**src/rtl/core/prnf_pkg.sv**
```systemverilog
`default_nettype none
// ============================================================================
// prnf_pkg
// Shared widths, limit-curve tables and pipeline control types for the
// pulse ratio noise flag unit.
// ============================================================================
package prnf_pkg;

    // field widths
    localparam int CHARGE_W = 21;
    localparam int SUM_W    = 22;
    localparam int RATIO_W  = 16;
    localparam int QUO_W    = RATIO_W - 1;   // quotient magnitude bits below saturation
    localparam int SLOPE_W  = 8;
    localparam int LIMIT_W  = 22;

    // sums at or below 70 fC never flag
    localparam logic signed [SUM_W-1:0] SUM_FLOOR = 22'sd280;

    localparam logic signed [RATIO_W-1:0] RATIO_MAX = 16'sh7FFF;
    localparam logic signed [RATIO_W-1:0] RATIO_MIN = 16'sh8000;

    // segment counts (breakpoints minus one)
    localparam int UP_SEGS = 4;
    localparam int CH_SEGS = 6;
    localparam int GR_SEGS = 7;

    // remainder width of the divider: holds the shifted numerator and p << QUO_W
    function automatic int rem_width(input int frac_bits);
        rem_width = (CHARGE_W + frac_bits > CHARGE_W + QUO_W) ?
                    CHARGE_W + frac_bits : CHARGE_W + QUO_W;
    endfunction

    // one segment: start, slope step, start limit * dT, 100 * dT
    typedef struct packed {
        logic signed [SUM_W-1:0]   t;
        logic signed [SLOPE_W-1:0] dc;
        logic signed [LIMIT_W-1:0] cdt;
        logic signed [LIMIT_W-1:0] hdt;
    } seg_t;

    // limit terms of the selected segment
    typedef struct packed {
        logic [SUM_W-1:0]          pt;    // p minus segment start
        logic signed [SLOPE_W-1:0] dc;
        logic signed [LIMIT_W-1:0] cdt;
        logic signed [LIMIT_W-1:0] hdt;
    } lim_t;

    // control carried alongside the divider
    typedef struct packed {
        logic signed [SUM_W-1:0] p;
        logic                    neg;         // difference is negative
        logic                    over_floor;  // sum above floor
        logic                    ovf;         // quotient magnitude >= 2^QUO_W
        logic                    lo_open;     // at or below first lower breakpoint
        lim_t                    up;
        lim_t                    lo;
    } ctl_t;

    function automatic seg_t mk_seg(input int t, input int dc, input int cdt, input int hdt);
        seg_t s;
        s.t   = SUM_W'(t);
        s.dc  = SLOPE_W'(dc);
        s.cdt = LIMIT_W'(cdt);
        s.hdt = LIMIT_W'(hdt);
        return s;
    endfunction

    // upper curve
    function automatic seg_t up_seg(input logic [1:0] k);
        seg_t s;
        case (k)
            2'd0:    s = mk_seg(280, -20, 8000, 8000);
            2'd1:    s = mk_seg(360, -5, 3200, 4000);
            2'd2:    s = mk_seg(400, -3, 90000, 120000);
            default: s = mk_seg(1600, 0, 1036800, 1440000);
        endcase
        return s;
    endfunction

    // per-channel lower curve
    function automatic seg_t ch_seg(input logic [2:0] k);
        seg_t s;
        case (k)
            3'd0:    s = mk_seg(400, 30, -8000, 8000);
            3'd1:    s = mk_seg(480, 20, -11200, 16000);
            3'd2:    s = mk_seg(640, 10, -8000, 16000);
            3'd3:    s = mk_seg(800, 10, -16000, 40000);
            3'd4:    s = mk_seg(1200, 40, -24000, 80000);
            default: s = mk_seg(2000, 0, 140000, 1400000);
        endcase
        return s;
    endfunction

    // per-group lower curve
    function automatic seg_t gr_seg(input logic [2:0] k);
        seg_t s;
        case (k)
            3'd0:    s = mk_seg(400, 30, -8000, 8000);
            3'd1:    s = mk_seg(480, 30, -8400, 12000);
            3'd2:    s = mk_seg(600, 20, -8000, 20000);
            3'd3:    s = mk_seg(800, 12, -8000, 40000);
            3'd4:    s = mk_seg(1200, 8, -3200, 40000);
            3'd5:    s = mk_seg(1600, 10, 0, 40000);
            default: s = mk_seg(2000, 0, 140000, 1400000);
        endcase
        return s;
    endfunction

endpackage
`default_nettype wire

```
**src/rtl/core/pulse_ratio_noise_flag_unit.sv**
```systemverilog
`default_nettype none
// ============================================================================
// pulse_ratio_noise_flag_unit
// Pulse asymmetry ratio and energy-dependent noise band check.
// ============================================================================
// Usage:
//   s_* carries one pulse item per accepted beat: two adjacent sample charges
//   in 0.25 fC units. m_* returns one result item per input item, in order:
//   the charge sum, the Q2.14 asymmetry ratio and the noisy flag.
//   cfg_wr_en / cfg_wr_data write the lower-curve mode bit (0 per channel,
//   1 per group); write it only while no item is in flight.
// Timing:
//   One item per clock sustained while m_tready stays high. The path from
//   acceptance to m_tvalid has two front stages, one divider stage per quotient
//   bit (15) and two check stages. The bit-per-stage divider sets the depth.
// Reset and stall:
//   rst_n clears every stage valid bit and the mode bit. Each stage holds its
//   item while the next is full and stalled, so a stalled receiver fills the
//   pipeline bubble by bubble before s_tready drops; nothing is lost.
// ============================================================================
module pulse_ratio_noise_flag_unit #(
    parameter int RATIO_FRAC_BITS = 14
) (
    input  wire logic        clk,
    input  wire logic        rst_n,
    // cfg: lower-curve mode bit
    input  wire logic        cfg_wr_en,
    input  wire logic        cfg_wr_data,
    // s_tdata: [20:0] charge_first, [41:21] charge_second, [47:42] zero
    input  wire logic        s_tvalid,
    output logic             s_tready,
    input  wire logic [47:0] s_tdata,
    // m_tdata: [21:0] charge_sum, [37:22] asym_ratio, [39:38] zero
    output logic             m_tvalid,
    input  wire logic        m_tready,
    output logic [39:0]      m_tdata,
    // m_tuser: [0] noisy
    output logic             m_tuser
);

    localparam int RemW  = prnf_pkg::rem_width(RATIO_FRAC_BITS);
    localparam int Steps = prnf_pkg::QUO_W;
    localparam int CW    = prnf_pkg::CHARGE_W;

    logic mode_reg;

    // divider chain wiring
    logic                        dv_valid [Steps+1];
    logic                        dv_ready [Steps+1];
    prnf_pkg::ctl_t              dv_ctl   [Steps+1];
    logic [RemW-1:0]             dv_rem   [Steps+1];
    logic [prnf_pkg::QUO_W-1:0]  dv_quo   [Steps+1];

    logic                                   res_noisy;
    logic signed [prnf_pkg::SUM_W-1:0]      res_sum;
    logic signed [prnf_pkg::RATIO_W-1:0]    res_ratio;

    // mode register
    always_ff @(posedge clk or negedge rst_n)
    begin
        if (!rst_n)
        begin
            mode_reg <= 1'b0;
        end
        else if (cfg_wr_en)
        begin
            mode_reg <= cfg_wr_data;
        end
    end

    prnf_front #(
        .FRAC_BITS (RATIO_FRAC_BITS)
    ) u_front (
        .clk           (clk),
        .rst_n         (rst_n),
        .in_valid      (s_tvalid),
        .in_ready      (s_tready),
        .charge_first  ($signed(s_tdata[CW-1:0])),
        .charge_second ($signed(s_tdata[2*CW-1:CW])),
        .mode          (mode_reg),
        .out_valid     (dv_valid[0]),
        .out_ready     (dv_ready[0]),
        .out_ctl       (dv_ctl[0]),
        .out_rem       (dv_rem[0])
    );

    assign dv_quo[0] = '0;

    // quotient bits from the top down, one stage each
    for (genvar g = 0; g < Steps; g++)
    begin : g_div
        prnf_div_step #(
            .FRAC_BITS (RATIO_FRAC_BITS),
            .STEP      (Steps - 1 - g)
        ) u_step (
            .clk       (clk),
            .rst_n     (rst_n),
            .in_valid  (dv_valid[g]),
            .in_ready  (dv_ready[g]),
            .in_ctl    (dv_ctl[g]),
            .in_rem    (dv_rem[g]),
            .in_quo    (dv_quo[g]),
            .out_valid (dv_valid[g+1]),
            .out_ready (dv_ready[g+1]),
            .out_ctl   (dv_ctl[g+1]),
            .out_rem   (dv_rem[g+1]),
            .out_quo   (dv_quo[g+1])
        );
    end

    prnf_check #(
        .FRAC_BITS (RATIO_FRAC_BITS)
    ) u_check (
        .clk        (clk),
        .rst_n      (rst_n),
        .in_valid   (dv_valid[Steps]),
        .in_ready   (dv_ready[Steps]),
        .in_ctl     (dv_ctl[Steps]),
        .in_quo     (dv_quo[Steps]),
        .out_valid  (m_tvalid),
        .out_ready  (m_tready),
        .noisy      (res_noisy),
        .charge_sum (res_sum),
        .asym_ratio (res_ratio)
    );

    // final remainder is not needed past the last step
    logic rem_unused;
    assign rem_unused = ^dv_rem[Steps];

    assign m_tdata = {2'b00, res_ratio, res_sum};
    assign m_tuser = res_noisy;

    // a flagged pulse always has a sum above the floor
    a_noisy_needs_sum: assert property (@(posedge clk) disable iff (!rst_n)
        m_tvalid && m_tuser |-> $signed(m_tdata[21:0]) > prnf_pkg::SUM_FLOOR)
        else $error("noisy flag set with sum at or below floor");

    // small sums report a zero ratio
    a_small_sum_zero_ratio: assert property (@(posedge clk) disable iff (!rst_n)
        m_tvalid && !($signed(m_tdata[21:0]) > prnf_pkg::SUM_FLOOR)
        |-> m_tdata[37:22] == '0)
        else $error("nonzero ratio for small sum");

    // an empty output stage lets the whole chain accept
    a_ready_when_drained: assert property (@(posedge clk) disable iff (!rst_n)
        !m_tvalid |-> s_tready)
        else $error("input stalled while output stage empty");

    // a result held by the receiver stays valid
    a_out_holds: assert property (@(posedge clk) disable iff (!rst_n)
        m_tvalid && !m_tready && rem_unused == rem_unused |=> m_tvalid)
        else $error("result dropped under stall");

endmodule
`default_nettype wire

```
**src/rtl/core/prnf_front.sv**
```systemverilog
`default_nettype none
// ============================================================================
// prnf_front
// Two pipeline stages: sum and difference magnitude, then segment lookup,
// overflow check and divider setup.
// ============================================================================
module prnf_front #(
    parameter int FRAC_BITS = 14
) (
    input  wire logic                                  clk,
    input  wire logic                                  rst_n,
    input  wire logic                                  in_valid,
    output logic                                       in_ready,
    input  wire logic signed [prnf_pkg::CHARGE_W-1:0]  charge_first,
    input  wire logic signed [prnf_pkg::CHARGE_W-1:0]  charge_second,
    input  wire logic                                  mode,
    output logic                                       out_valid,
    input  wire logic                                  out_ready,
    output prnf_pkg::ctl_t                             out_ctl,
    output logic [prnf_pkg::rem_width(FRAC_BITS)-1:0]  out_rem
);

    localparam int RemW = prnf_pkg::rem_width(FRAC_BITS);
    localparam int CW   = prnf_pkg::CHARGE_W;
    localparam int SW   = prnf_pkg::SUM_W;

    // stage 1 registers
    logic                 s1_valid_reg;
    logic signed [SW-1:0] s1_p_reg;
    logic                 s1_neg_reg;
    logic [CW-1:0]        s1_mag_reg;
    logic                 s1_mode_reg;

    // stage 2 registers
    logic                 s2_valid_reg;
    prnf_pkg::ctl_t       s2_ctl_reg;
    logic [RemW-1:0]      s2_rem_reg;

    logic                 s1_ready;
    logic                 s2_ready;

    logic signed [SW-1:0] sum_next;
    logic signed [SW-1:0] diff_next;
    logic [SW-1:0]        abs_next;

    prnf_pkg::ctl_t       ctl_next;
    logic [RemW-1:0]      num_next;
    logic [RemW-1:0]      dlim_next;

    // handshake
    assign s2_ready = !s2_valid_reg || out_ready;
    assign s1_ready = !s1_valid_reg || s2_ready;
    assign in_ready = s1_ready;

    // sum and difference magnitude
    always_comb
    begin
        sum_next  = {charge_first[CW-1], charge_first} + {charge_second[CW-1], charge_second};
        diff_next = {charge_first[CW-1], charge_first} - {charge_second[CW-1], charge_second};
        abs_next  = diff_next[SW-1] ? SW'(-diff_next) : diff_next;
    end

    always_ff @(posedge clk or negedge rst_n)
    begin
        if (!rst_n)
        begin
            s1_valid_reg <= 1'b0;
        end
        else if (s1_ready)
        begin
            s1_valid_reg <= in_valid;
        end
    end

    always_ff @(posedge clk)
    begin
        if (s1_ready && in_valid)
        begin
            s1_p_reg    <= sum_next;
            s1_neg_reg  <= diff_next[SW-1];
            s1_mag_reg  <= abs_next[CW-1:0];
            s1_mode_reg <= mode;
        end
    end

    // segment lookup and divider setup
    always_comb
    begin
        prnf_pkg::seg_t seg_up;
        prnf_pkg::seg_t seg_ch;
        prnf_pkg::seg_t seg_gr;
        prnf_pkg::seg_t seg_lo;
        prnf_pkg::seg_t tmp;
        logic [1:0]     up_bin;
        logic [2:0]     ch_bin;
        logic [2:0]     gr_bin;

        up_bin = '0;
        for (int k = 1; k < prnf_pkg::UP_SEGS; k++)
        begin
            tmp = prnf_pkg::up_seg(2'(k));
            if (s1_p_reg > tmp.t)
                up_bin = 2'(k);
        end
        ch_bin = '0;
        for (int k = 1; k < prnf_pkg::CH_SEGS; k++)
        begin
            tmp = prnf_pkg::ch_seg(3'(k));
            if (s1_p_reg > tmp.t)
                ch_bin = 3'(k);
        end
        gr_bin = '0;
        for (int k = 1; k < prnf_pkg::GR_SEGS; k++)
        begin
            tmp = prnf_pkg::gr_seg(3'(k));
            if (s1_p_reg > tmp.t)
                gr_bin = 3'(k);
        end

        seg_up = prnf_pkg::up_seg(up_bin);
        seg_ch = prnf_pkg::ch_seg(ch_bin);
        seg_gr = prnf_pkg::gr_seg(gr_bin);
        seg_lo = s1_mode_reg ? seg_gr : seg_ch;

        ctl_next.p          = s1_p_reg;
        ctl_next.neg        = s1_neg_reg;
        ctl_next.over_floor = s1_p_reg > prnf_pkg::SUM_FLOOR;
        // open until p passes the start of the first lower segment
        ctl_next.lo_open    = !(s1_p_reg > seg_lo.t);

        ctl_next.up.pt  = SW'(s1_p_reg - seg_up.t);
        ctl_next.up.dc  = seg_up.dc;
        ctl_next.up.cdt = seg_up.cdt;
        ctl_next.up.hdt = seg_up.hdt;
        ctl_next.lo.pt  = SW'(s1_p_reg - seg_lo.t);
        ctl_next.lo.dc  = seg_lo.dc;
        ctl_next.lo.cdt = seg_lo.cdt;
        ctl_next.lo.hdt = seg_lo.hdt;

        // quotient saturates when numerator >= p * 2^QUO_W
        num_next     = RemW'(s1_mag_reg) << FRAC_BITS;
        dlim_next    = RemW'(s1_p_reg[CW-1:0]) << prnf_pkg::QUO_W;
        ctl_next.ovf = num_next >= dlim_next;
    end

    always_ff @(posedge clk or negedge rst_n)
    begin
        if (!rst_n)
        begin
            s2_valid_reg <= 1'b0;
        end
        else if (s2_ready)
        begin
            s2_valid_reg <= s1_valid_reg;
        end
    end

    always_ff @(posedge clk)
    begin
        if (s2_ready && s1_valid_reg)
        begin
            s2_ctl_reg <= ctl_next;
            s2_rem_reg <= num_next;
        end
    end

    assign out_valid = s2_valid_reg;
    assign out_ctl   = s2_ctl_reg;
    assign out_rem   = s2_rem_reg;

endmodule
`default_nettype wire

```
**src/rtl/core/prnf_div_step.sv**
```systemverilog
`default_nettype none
// ============================================================================
// prnf_div_step
// One restoring-division stage: resolves a single quotient bit.
// ============================================================================
module prnf_div_step #(
    parameter int FRAC_BITS = 14,
    parameter int STEP      = 0
) (
    input  wire logic                                  clk,
    input  wire logic                                  rst_n,
    input  wire logic                                  in_valid,
    output logic                                       in_ready,
    input  wire prnf_pkg::ctl_t                        in_ctl,
    input  wire logic [prnf_pkg::rem_width(FRAC_BITS)-1:0] in_rem,
    input  wire logic [prnf_pkg::QUO_W-1:0]            in_quo,
    output logic                                       out_valid,
    input  wire logic                                  out_ready,
    output prnf_pkg::ctl_t                             out_ctl,
    output logic [prnf_pkg::rem_width(FRAC_BITS)-1:0]  out_rem,
    output logic [prnf_pkg::QUO_W-1:0]                 out_quo
);

    localparam int RemW = prnf_pkg::rem_width(FRAC_BITS);

    logic                         valid_reg;
    prnf_pkg::ctl_t               ctl_reg;
    logic [RemW-1:0]              rem_reg;
    logic [prnf_pkg::QUO_W-1:0]   quo_reg;

    logic                         stage_ready;
    logic [RemW-1:0]              dsh;
    logic                         ge;
    logic [RemW-1:0]              rem_next;
    logic [prnf_pkg::QUO_W-1:0]   quo_next;

    assign stage_ready = !valid_reg || out_ready;
    assign in_ready    = stage_ready;

    // trial subtract of the shifted divisor
    always_comb
    begin
        dsh            = RemW'(in_ctl.p[prnf_pkg::CHARGE_W-1:0]) << STEP;
        ge             = in_rem >= dsh;
        rem_next       = ge ? in_rem - dsh : in_rem;
        quo_next       = in_quo;
        quo_next[STEP] = ge;
    end

    always_ff @(posedge clk or negedge rst_n)
    begin
        if (!rst_n)
        begin
            valid_reg <= 1'b0;
        end
        else if (stage_ready)
        begin
            valid_reg <= in_valid;
        end
    end

    always_ff @(posedge clk)
    begin
        if (stage_ready && in_valid)
        begin
            ctl_reg <= in_ctl;
            rem_reg <= rem_next;
            quo_reg <= quo_next;
        end
    end

    assign out_valid = valid_reg;
    assign out_ctl   = ctl_reg;
    assign out_rem   = rem_reg;
    assign out_quo   = quo_reg;

endmodule
`default_nettype wire

```
**src/rtl/core/prnf_check.sv**
```systemverilog
`default_nettype none
// ============================================================================
// prnf_check
// Ratio saturation, limit products, exact band comparison and the output
// register.
// ============================================================================
module prnf_check #(
    parameter int FRAC_BITS = 14
) (
    input  wire logic                                 clk,
    input  wire logic                                 rst_n,
    input  wire logic                                 in_valid,
    output logic                                      in_ready,
    input  wire prnf_pkg::ctl_t                       in_ctl,
    input  wire logic [prnf_pkg::QUO_W-1:0]           in_quo,
    output logic                                      out_valid,
    input  wire logic                                 out_ready,
    output logic                                      noisy,
    output logic signed [prnf_pkg::SUM_W-1:0]         charge_sum,
    output logic signed [prnf_pkg::RATIO_W-1:0]       asym_ratio
);

    localparam int SW     = prnf_pkg::SUM_W;
    localparam int RW     = prnf_pkg::RATIO_W;
    localparam int LhsW   = prnf_pkg::RATIO_W + prnf_pkg::LIMIT_W;
    localparam int ProdW  = prnf_pkg::SUM_W + 1 + prnf_pkg::SLOPE_W;
    localparam int BaseW  = ProdW + 1;
    localparam int CmpW   = ((BaseW + FRAC_BITS > LhsW) ? BaseW + FRAC_BITS : LhsW) + 1;

    // product stage registers
    logic                                c_valid_reg;
    logic signed [SW-1:0]                c_p_reg;
    logic                                c_large_reg;
    logic                                c_lo_open_reg;
    logic signed [RW-1:0]                c_rq_reg;
    logic signed [LhsW-1:0]              c_lhs_up_reg;
    logic signed [LhsW-1:0]              c_lhs_lo_reg;
    logic signed [ProdW-1:0]             c_prod_up_reg;
    logic signed [ProdW-1:0]             c_prod_lo_reg;
    logic signed [prnf_pkg::LIMIT_W-1:0] c_cdt_up_reg;
    logic signed [prnf_pkg::LIMIT_W-1:0] c_cdt_lo_reg;

    // output registers
    logic                 e_valid_reg;
    logic                 e_noisy_reg;
    logic signed [SW-1:0] e_p_reg;
    logic signed [RW-1:0] e_rq_reg;

    logic                 c_ready;
    logic                 e_ready;

    logic signed [RW-1:0]    rq_next;
    logic signed [LhsW-1:0]  lhs_up_next;
    logic signed [LhsW-1:0]  lhs_lo_next;
    logic signed [ProdW-1:0] prod_up_next;
    logic signed [ProdW-1:0] prod_lo_next;

    logic signed [BaseW-1:0] base_up;
    logic signed [BaseW-1:0] base_lo;
    logic signed [CmpW-1:0]  rhs_up;
    logic signed [CmpW-1:0]  rhs_lo;
    logic                    trip_up;
    logic                    trip_lo;
    logic                    noisy_next;

    assign e_ready  = !e_valid_reg || out_ready;
    assign c_ready  = !c_valid_reg || e_ready;
    assign in_ready = c_ready;

    // saturated signed ratio, then the ratio and slope products
    always_comb
    begin
        if (!in_ctl.over_floor)
            rq_next = '0;
        else if (in_ctl.ovf)
            rq_next = in_ctl.neg ? prnf_pkg::RATIO_MIN : prnf_pkg::RATIO_MAX;
        else if (in_ctl.neg)
            rq_next = -$signed({1'b0, in_quo});
        else
            rq_next = $signed({1'b0, in_quo});

        lhs_up_next  = LhsW'(rq_next) * LhsW'(in_ctl.up.hdt);
        lhs_lo_next  = LhsW'(rq_next) * LhsW'(in_ctl.lo.hdt);
        prod_up_next = ProdW'($signed({1'b0, in_ctl.up.pt})) * ProdW'(in_ctl.up.dc);
        prod_lo_next = ProdW'($signed({1'b0, in_ctl.lo.pt})) * ProdW'(in_ctl.lo.dc);
    end

    always_ff @(posedge clk or negedge rst_n)
    begin
        if (!rst_n)
        begin
            c_valid_reg <= 1'b0;
        end
        else if (c_ready)
        begin
            c_valid_reg <= in_valid;
        end
    end

    always_ff @(posedge clk)
    begin
        if (c_ready && in_valid)
        begin
            c_p_reg       <= in_ctl.p;
            c_large_reg   <= in_ctl.over_floor;
            c_lo_open_reg <= in_ctl.lo_open;
            c_rq_reg      <= rq_next;
            c_lhs_up_reg  <= lhs_up_next;
            c_lhs_lo_reg  <= lhs_lo_next;
            c_prod_up_reg <= prod_up_next;
            c_prod_lo_reg <= prod_lo_next;
            c_cdt_up_reg  <= in_ctl.up.cdt;
            c_cdt_lo_reg  <= in_ctl.lo.cdt;
        end
    end

    // limit at p scaled by dT and 2^FRAC_BITS, compared exactly
    always_comb
    begin
        base_up    = BaseW'(c_prod_up_reg) + BaseW'(c_cdt_up_reg);
        base_lo    = BaseW'(c_prod_lo_reg) + BaseW'(c_cdt_lo_reg);
        rhs_up     = CmpW'(base_up) <<< FRAC_BITS;
        rhs_lo     = CmpW'(base_lo) <<< FRAC_BITS;
        trip_up    = CmpW'(c_lhs_up_reg) > rhs_up;
        trip_lo    = !c_lo_open_reg && (CmpW'(c_lhs_lo_reg) < rhs_lo);
        noisy_next = c_large_reg && (trip_up || trip_lo);
    end

    always_ff @(posedge clk or negedge rst_n)
    begin
        if (!rst_n)
        begin
            e_valid_reg <= 1'b0;
        end
        else if (e_ready)
        begin
            e_valid_reg <= c_valid_reg;
        end
    end

    always_ff @(posedge clk)
    begin
        if (e_ready && c_valid_reg)
        begin
            e_noisy_reg <= noisy_next;
            e_p_reg     <= c_p_reg;
            e_rq_reg    <= c_rq_reg;
        end
    end

    assign out_valid  = e_valid_reg;
    assign noisy      = e_noisy_reg;
    assign charge_sum = e_p_reg;
    assign asym_ratio = e_rq_reg;

endmodule
`default_nettype wire

```
**config.mk**
```make
export PLATFORM = sky130hd
export DESIGN_NAME = pulse_ratio_noise_flag_unit
export DESIGN_NICKNAME = d
export VERILOG_FILES = /design/src/rtl/core/prnf_pkg.sv /design/src/rtl/core/pulse_ratio_noise_flag_unit.sv /design/src/rtl/core/prnf_front.sv /design/src/rtl/core/prnf_div_step.sv /design/src/rtl/core/prnf_check.sv
export SDC_FILE = /design/constraint.sdc
export NUM_CORES = 2
export LEC_CHECK = 0
export BUFFER_PORTS_ARGS = -buffer_cell sky130_fd_sc_hd__clkbuf_2
export CAP_MARGIN = 10
export CELL_PAD_IN_SITES_DETAIL_PLACEMENT = 0
export CELL_PAD_IN_SITES_GLOBAL_PLACEMENT = 1
export CORE_ASPECT_RATIO = 1.4
export CORE_MARGIN = 3
export CORE_UTILIZATION = 25
export CTS_CLUSTER_SIZE = 12
export DETAILED_ROUTE_END_ITERATION = 10
export PLACE_DENSITY_LB_ADDON = 0.1
export SETUP_SLACK_MARGIN = 0.2
export SYNTH_ARGS = -nofsm -noshare
export SYNTH_HDL_FRONTEND = slang
export SYNTH_SLANG_ARGS = --single-unit
```
**constraint.sdc**
```tcl
create_clock -name clk -period 14.1 [get_ports clk]
set_input_delay 1.41 -clock clk [delete_from_list [all_inputs] [get_ports clk]]
set_output_delay 1.41 -clock clk [all_outputs]
set_load 0.02 [all_outputs]
```
# Word-level counts from Yosys, hierarchy flattened
# Index checks and enable logic that the tools add are counted.
[totals]
regBits = 3755
output_inout_bits = 43
elab_cells = 443
[op_classes]
addsub = 22
n_mul = 4
n_lt_le_gt_ge = 29
eq_ne = 11
mux = 36
n_reduce_logical = 65
[op_table]
columns = ["op", "count"]
rows = [
  ["36-bit 2-to-1 mux", 13],
  ["63-bit case mux with 6 select lines", 1],
  ["63-bit case mux with 5 select lines", 1],
  ["63-bit case mux with 3 select lines", 1],
  ["22-bit by 10-bit > comparator with 1-bit output (second input constant)", 4],
  ["16-bit by 22-bit multiplier with 38-bit output", 2],
  ["22-bit by 11-bit > comparator with 1-bit output (second input constant)", 3],
  ["22-bit by 12-bit > comparator with 1-bit output (second input constant)", 3],
  ["31-bit by 22-bit adder with 32-bit output", 2],
  ["16-bit 2-to-1 mux", 4],
  ["63-bit 2-to-1 mux", 1],
  ["23-bit by 8-bit multiplier with 31-bit output", 2],
  ["38-bit by 46-bit > comparator with 1-bit output", 1],
  ["38-bit by 46-bit less-than comparator with 1-bit output", 1],
  ["35-bit by 36-bit >= comparator with 1-bit output", 1],
  ["36-bit by 21-bit >= comparator with 1-bit output", 1],
  ["36-bit by 22-bit >= comparator with 1-bit output", 1],
  ["36-bit by 23-bit >= comparator with 1-bit output", 1],
  ["36-bit by 24-bit >= comparator with 1-bit output", 1],
  ["36-bit by 25-bit >= comparator with 1-bit output", 1],
  ["36-bit by 26-bit >= comparator with 1-bit output", 1],
  ["36-bit by 27-bit >= comparator with 1-bit output", 1],
  ["36-bit by 28-bit >= comparator with 1-bit output", 1],
  ["36-bit by 29-bit >= comparator with 1-bit output", 1],
  ["42 further kinds", 118],
]

# Longest topological paths before layout
[logic_depth]
depth_word = 21
depth_mapped = 32
ltp_nobuf = 31

# By module
# Synthesis repeated with hierarchy kept, for this count alone.
[hier_totals]
cells_unflattened = 13415
hier_area_um2 = 187412.2
[by_module_without_submodules]
columns = ["module", "instances", "cells_per_inst", "area_per_inst_um2", "seq_area_each_um2"]
rows = [
  ["prnf_check", 1, 5050, 48632.9, 7467.2],
  ["prnf_front", 1, 987, 10542.6, 5094.9],
  ["prnf_div_step (g_div[13].u_step)", 1, 521, 8717.1, 6781.5],
  ["prnf_div_step (g_div[11].u_step)", 1, 509, 8658.3, 6781.5],
  ["prnf_div_step (g_div[5].u_step)", 1, 505, 8617.0, 6781.5],
  ["prnf_div_step (g_div[14].u_step)", 1, 500, 8602.0, 6781.5],
  ["prnf_div_step (g_div[9].u_step)", 1, 507, 8593.2, 6781.5],
  ["prnf_div_step (g_div[1].u_step)", 1, 478, 8572.0, 6781.5],
  ["prnf_div_step (g_div[10].u_step)", 1, 500, 8558.2, 6781.5],
  ["prnf_div_step (g_div[12].u_step)", 1, 493, 8543.2, 6781.5],
  ["prnf_div_step (g_div[7].u_step)", 1, 497, 8543.2, 6781.5],
  ["prnf_div_step (g_div[0].u_step)", 1, 474, 8534.4, 6781.5],
  ["prnf_div_step (g_div[8].u_step)", 1, 483, 8501.9, 6781.5],
  ["prnf_div_step (g_div[2].u_step)", 1, 485, 8469.4, 6781.5],
  ["4 more rows", "n/a", "n/a", "n/a", "n/a"],
]

# Worst setup path before layout
# OpenSTA, ideal clock, no wires.
[synth_timing]
path_type = "input to register"
start = "input m_tready"
end = "register g_div[8].u_step.ctl_reg (netlist bit g_div[8].u_step.out_ctl[100]) (enable)"
setup_time_ns = 0.864
arrival_ns = 12.328
t_required_ns = 13.236
path_slack_ns = 0.908
path_stages = 6
path_cell_list = "nor2b_1 > nand3_1 > nor2_1 > and2_1 > and3_1 > a21boi_0"
[synth_via]
elab_chain_len = 10
[synth_lines]
columns = ["item", "line_no", "rtl"]
rows = [
  ["start: declaration", "pulse_ratio_noise_flag_unit.sv:35", "input wire logic m_tready,"],
  ["1-bit logical OR", "prnf_check.sv:66", "assign e_ready = !e_valid_reg || out_ready;"],
  ["1-bit logical OR", "prnf_check.sv:67", "assign c_ready = !c_valid_reg || e_ready;"],
  ["1-bit logical OR (7 in series)", "prnf_div_step.sv:37", "assign stage_ready = !valid_reg || out_ready;"],
  ["1-bit logical AND", "prnf_div_step.sv:64", "if (stage_ready && in_valid)"],
  ["end signal: assignment", "prnf_div_step.sv:66", "ctl_reg <= in_ctl;"],
  ["end: declaration", "prnf_div_step.sv:27", "prnf_pkg::ctl_t ctl_reg;"],
]
# Every way passes these cells.
# A chain may end at the register's enable or synchronous reset.

# Worst setup path in the final report
[layout_timing]
start = "register g_div[14].u_step.quo_reg (netlist bit g_div[14].u_step.out_quo[3])"
end = "register u_check.c_lhs_lo_reg[37] (data pin)"
[layout_via]
elab_chain_len = 5
[layout_lines]
columns = ["item", "line_no", "rtl"]
rows = [
  ["start: declaration", "prnf_div_step.sv:29", "logic [prnf_pkg::QUO_W-1:0] quo_reg;"],
  ["start signal: assignment", "prnf_div_step.sv:68", "quo_reg <= quo_next;"],
  ["15-bit negator with 16-bit output", "prnf_check.sv:78", "rq_next = -$signed({1'b0, in_quo});"],
  ["16-bit 2-to-1 mux (*)", "prnf_check.sv:77", "else if (in_ctl.neg)"],
  ["16-bit 2-to-1 mux (*)", "prnf_check.sv:75", "else if (in_ctl.ovf)"],
  ["16-bit 2-to-1 mux (*)", "prnf_check.sv:73", "if (!in_ctl.over_floor)"],
  ["16-bit by 22-bit multiplier with 38-bit output (*)", "prnf_check.sv:83", "lhs_lo_next = LhsW'(rq_next) * LhsW'(in_ctl.lo.hdt);"],
  ["via u_check.lhs_lo_next[37]", "prnf_check.sv:54", "logic signed [LhsW-1:0] lhs_lo_next;"],
  ["end signal: assignment", "prnf_check.sv:109", "c_lhs_lo_reg <= lhs_lo_next;"],
  ["end: declaration", "prnf_check.sv:37", "logic signed [LhsW-1:0] c_lhs_lo_reg;"],
]
# Mark *: on every way through the listed nets, which the timed path passes. The rest lies on a longest branch.

==> flow_summary.toml <==
[die]
chipWidth_um = 613
rows = 311
start_util_pct = 25.1
coreArea_um2 = 513000
dieArea_um2 = 525000
die_y_um = 856
pin_count = 97

[synth]
synth_top_family_by_area = "adder cells"
synth-warning-count = 0
synth_cells = 9805
synth_edf_count = 2461
synth_area_leader_cell = "edfxtp_1"
synth_compound_area_share_pct = 7.69
synth_xor_area_share_pct = 3.45
synth_commonest_cells = "edfxtp_1 (2461), inv_1 (1232), ha_1 (915)"
ys_ff_latch = 2481
async_flop_share_pct = 0.806
synth_top_area_share_pct = 57.3
ys_seq_area_share_pct = 57.7
syn_area_um2 = 129000
yosys-top-cells-area = "edfxtp_1 (57%), ha_1 (8.9%), fa_1 (8.3%)"
muxShareOfSynthArea_pct = 0.644
synth_fa_ha_area_share_pct = 17.2
synth.most_common_cell = "edfxtp_1"
synth_cell_types = 106
synth_simple_gate_area_share_pct = 9.12
avgSynthCellArea_um2 = 13.2
synth_ff_type = "edfxtp_1"

[critical_path]
critPathMaxStageDelay_ns = 0.85
cp_max_fo = 13
cp.required_ns = 14.77
cp_common_cell = "fa_1"
rr_endpoint = "u_check.c_lhs_lo_reg[37]$_DFFE_PP_"
worst_r2r_path_depth = 29
critPathSlowestCell = "and2_1"
critPathKind = "flop to flop"
cp-end-kind = "flop"
arrival_ns = 10.74
rrSetupSlack_ns = 4.03
reg2reg_from = "g_div[14].u_step.out_quo[3]$_DFFE_PP_"
start_kind = "flop"

[cts]
cts_resized = 0
postCtsHoldBufs = 0
cts_buffer_depth = 4
insertion_delay_ns = 0.93
cts_made_buffers = 280
cts-root-buf = "clkbuf_16"
postCtsSetupBuffers = 0
cts_tree = "done"
clock-sinks = 2481
path_clk_slew_ns = 0.06
cts_htree_levels = 5

[min_path]
min_path_cells = 0
hold_path.class = "flop to flop"
hold_path_startpoint = "g_div[12].u_step.out_ctl[68]$_DFFE_PP_"
hold_end = "g_div[13].u_step.out_ctl[68]$_DFFE_PP_"

[route]
wl_per_cell_um = 17.7
ant_nets = 0
wl_mm = 300
first_iter_violations = 2993
drc = 0
viasPerCell = 4.25
dr.pass1.iters = 5
vias = 72300

[finish]
layout-drive-gt1-share_pct = 7.05
area_growth_pct = 13.6
multiInputGateArea_um2 = 49300
largest_reg_flops = 1560
num-fill-cells = 51700
fin_nets = 11600
regArea_um2 = 74400

[global_route]
grt_pass1_wl_mm = 469
antenna_found_initial = 19
track_usage_pct = 11.4
grt_max_degree = 129
grt_overflow_total = 0
grt_pass1_vias = 79800

[timing]
layout_min_cycle_time_ns = 10.07
drv_slew = 0
fin_crit_sh_pct = 71.4
slew_headroom_pct = 17.9
tightest_slew_ns = 1.22
fmax_mhz = 99.3
setup_viol = 0
final.setup.tns_ns = 0
finalHoldViolCount = 0
setup_slack_ns = 4.03
grt_setup_unrepaired = "no"
fin_skew_ns = 0.0523

[placement]
portBuffers = 88
place_ws_ns = 3.83
hpwl_mm = 230
gp_congestion = 0.859

[outcome]
status = "finished clean"

[job]
maxCapViolations = 0
## cell type report
| class | count | area share [%] |
|---|---|---|
| Timing Repair Buffer | 187 | 0.850 |
| Clock buffer | 360 | 5.10 |
| Antenna cell | 7 | 0.0120 |
| Clock inverter | 104 | 0.671 |
| Multi-Input combinational cell | 5893 | 33.7 |
| Inverter | 1238 | 3.17 |
| Sequential cell | 2481 | 50.8 |
| Tap cell | 6729 | 5.75 |
## cells in the final DEF (no fill, tap or decap), types with 118 or more instances in the layout
cell / synthesis / routed
xor2_1: 177 / 177
xnor2_1: 331 / 331
inv_1: 1232 / 1232
ha_1: 915 / 915
a21o_1: 188 / 188
o21ai_0: 312 / 311
a21oi_1: 458 / 456
edfxtp_1: 2461 / 2461
nor2_1: 490 / 490
and2_1: 278 / 267
and3_1: 165 / 165
clkbuf_16: 0 / 288
nand2_1: 554 / 554
fa_1: 536 / 536
nand2b_1: 118 / 118
nor3_1: 154 / 154
## per-stage QoR
stage	hold slack [ns]	std cells	util [%]	cell area [um^2]
after floorplan	0.400	9810	-	129000
after global placement	0.401	16500	26.9	138000
after detailed placement	0.405	16500	26.9	138000
after CTS	0.360	17000	28.5	147000
after global routing	0.392	17000	28.5	147000
final	0.383	17000	28.6	147000
## critical path, delay by kind of cell (launching register included)
| kind | cells | cell delay, ns |
|---|---|---|
| buf+inv | 4 | 0.48 |
| flops | 1 | 0.48 |
| simple gates | 9 | 3.27 |
| mux | 1 | 0.09 |
| xor+xnor | 1 | 0.08 |
| compound gates | 7 | 1.85 |
| fa+ha+maj | 7 | 3.55 |
## metal layers
layer,up-vias,track usage [%],wire (um)
met5,-,0,0
met4,0,5.38,15300
met3,612,1.50,8990
met2,1071,22.3,164000
met1,35200,11.9,111000
li1,35400,-,-
## cell families after synthesis
group,after synthesis
flops,2481
simple gates,2311
compound gates,1542
fa+ha+maj,1451
buf+inv,1436
xor+xnor,508
mux,75
other cells,1
## worst max path at each step
stage                                     startpoint                                endpoint  slack (ns)  depth (start not counted)
2_1_floorplan                               m_tready  g_div[8].u_step.out_ctl[100]$_DFFE_PP_        0.91                          6
3_3_place_gp   g_div[14].u_step.out_quo[3]$_DFFE_PP_      u_check.c_lhs_lo_reg[37]$_DFFE_PP_        3.71                         29
3_5_place_dp   g_div[14].u_step.out_quo[3]$_DFFE_PP_      u_check.c_lhs_lo_reg[37]$_DFFE_PP_        3.83                         29
4_1_cts        g_div[14].u_step.out_quo[3]$_DFFE_PP_      u_check.c_lhs_lo_reg[37]$_DFFE_PP_        3.81                         29
5_1_grt        g_div[14].u_step.out_quo[3]$_DFFE_PP_      u_check.c_lhs_lo_reg[37]$_DFFE_PP_        3.36                         29
6_report       g_div[14].u_step.out_quo[3]$_DFFE_PP_      u_check.c_lhs_lo_reg[37]$_DFFE_PP_        4.03                         29
Power is left out: the tool's default activity adds up to more than one toggle a clock period on the data nets, which glitch-free logic cannot reach.
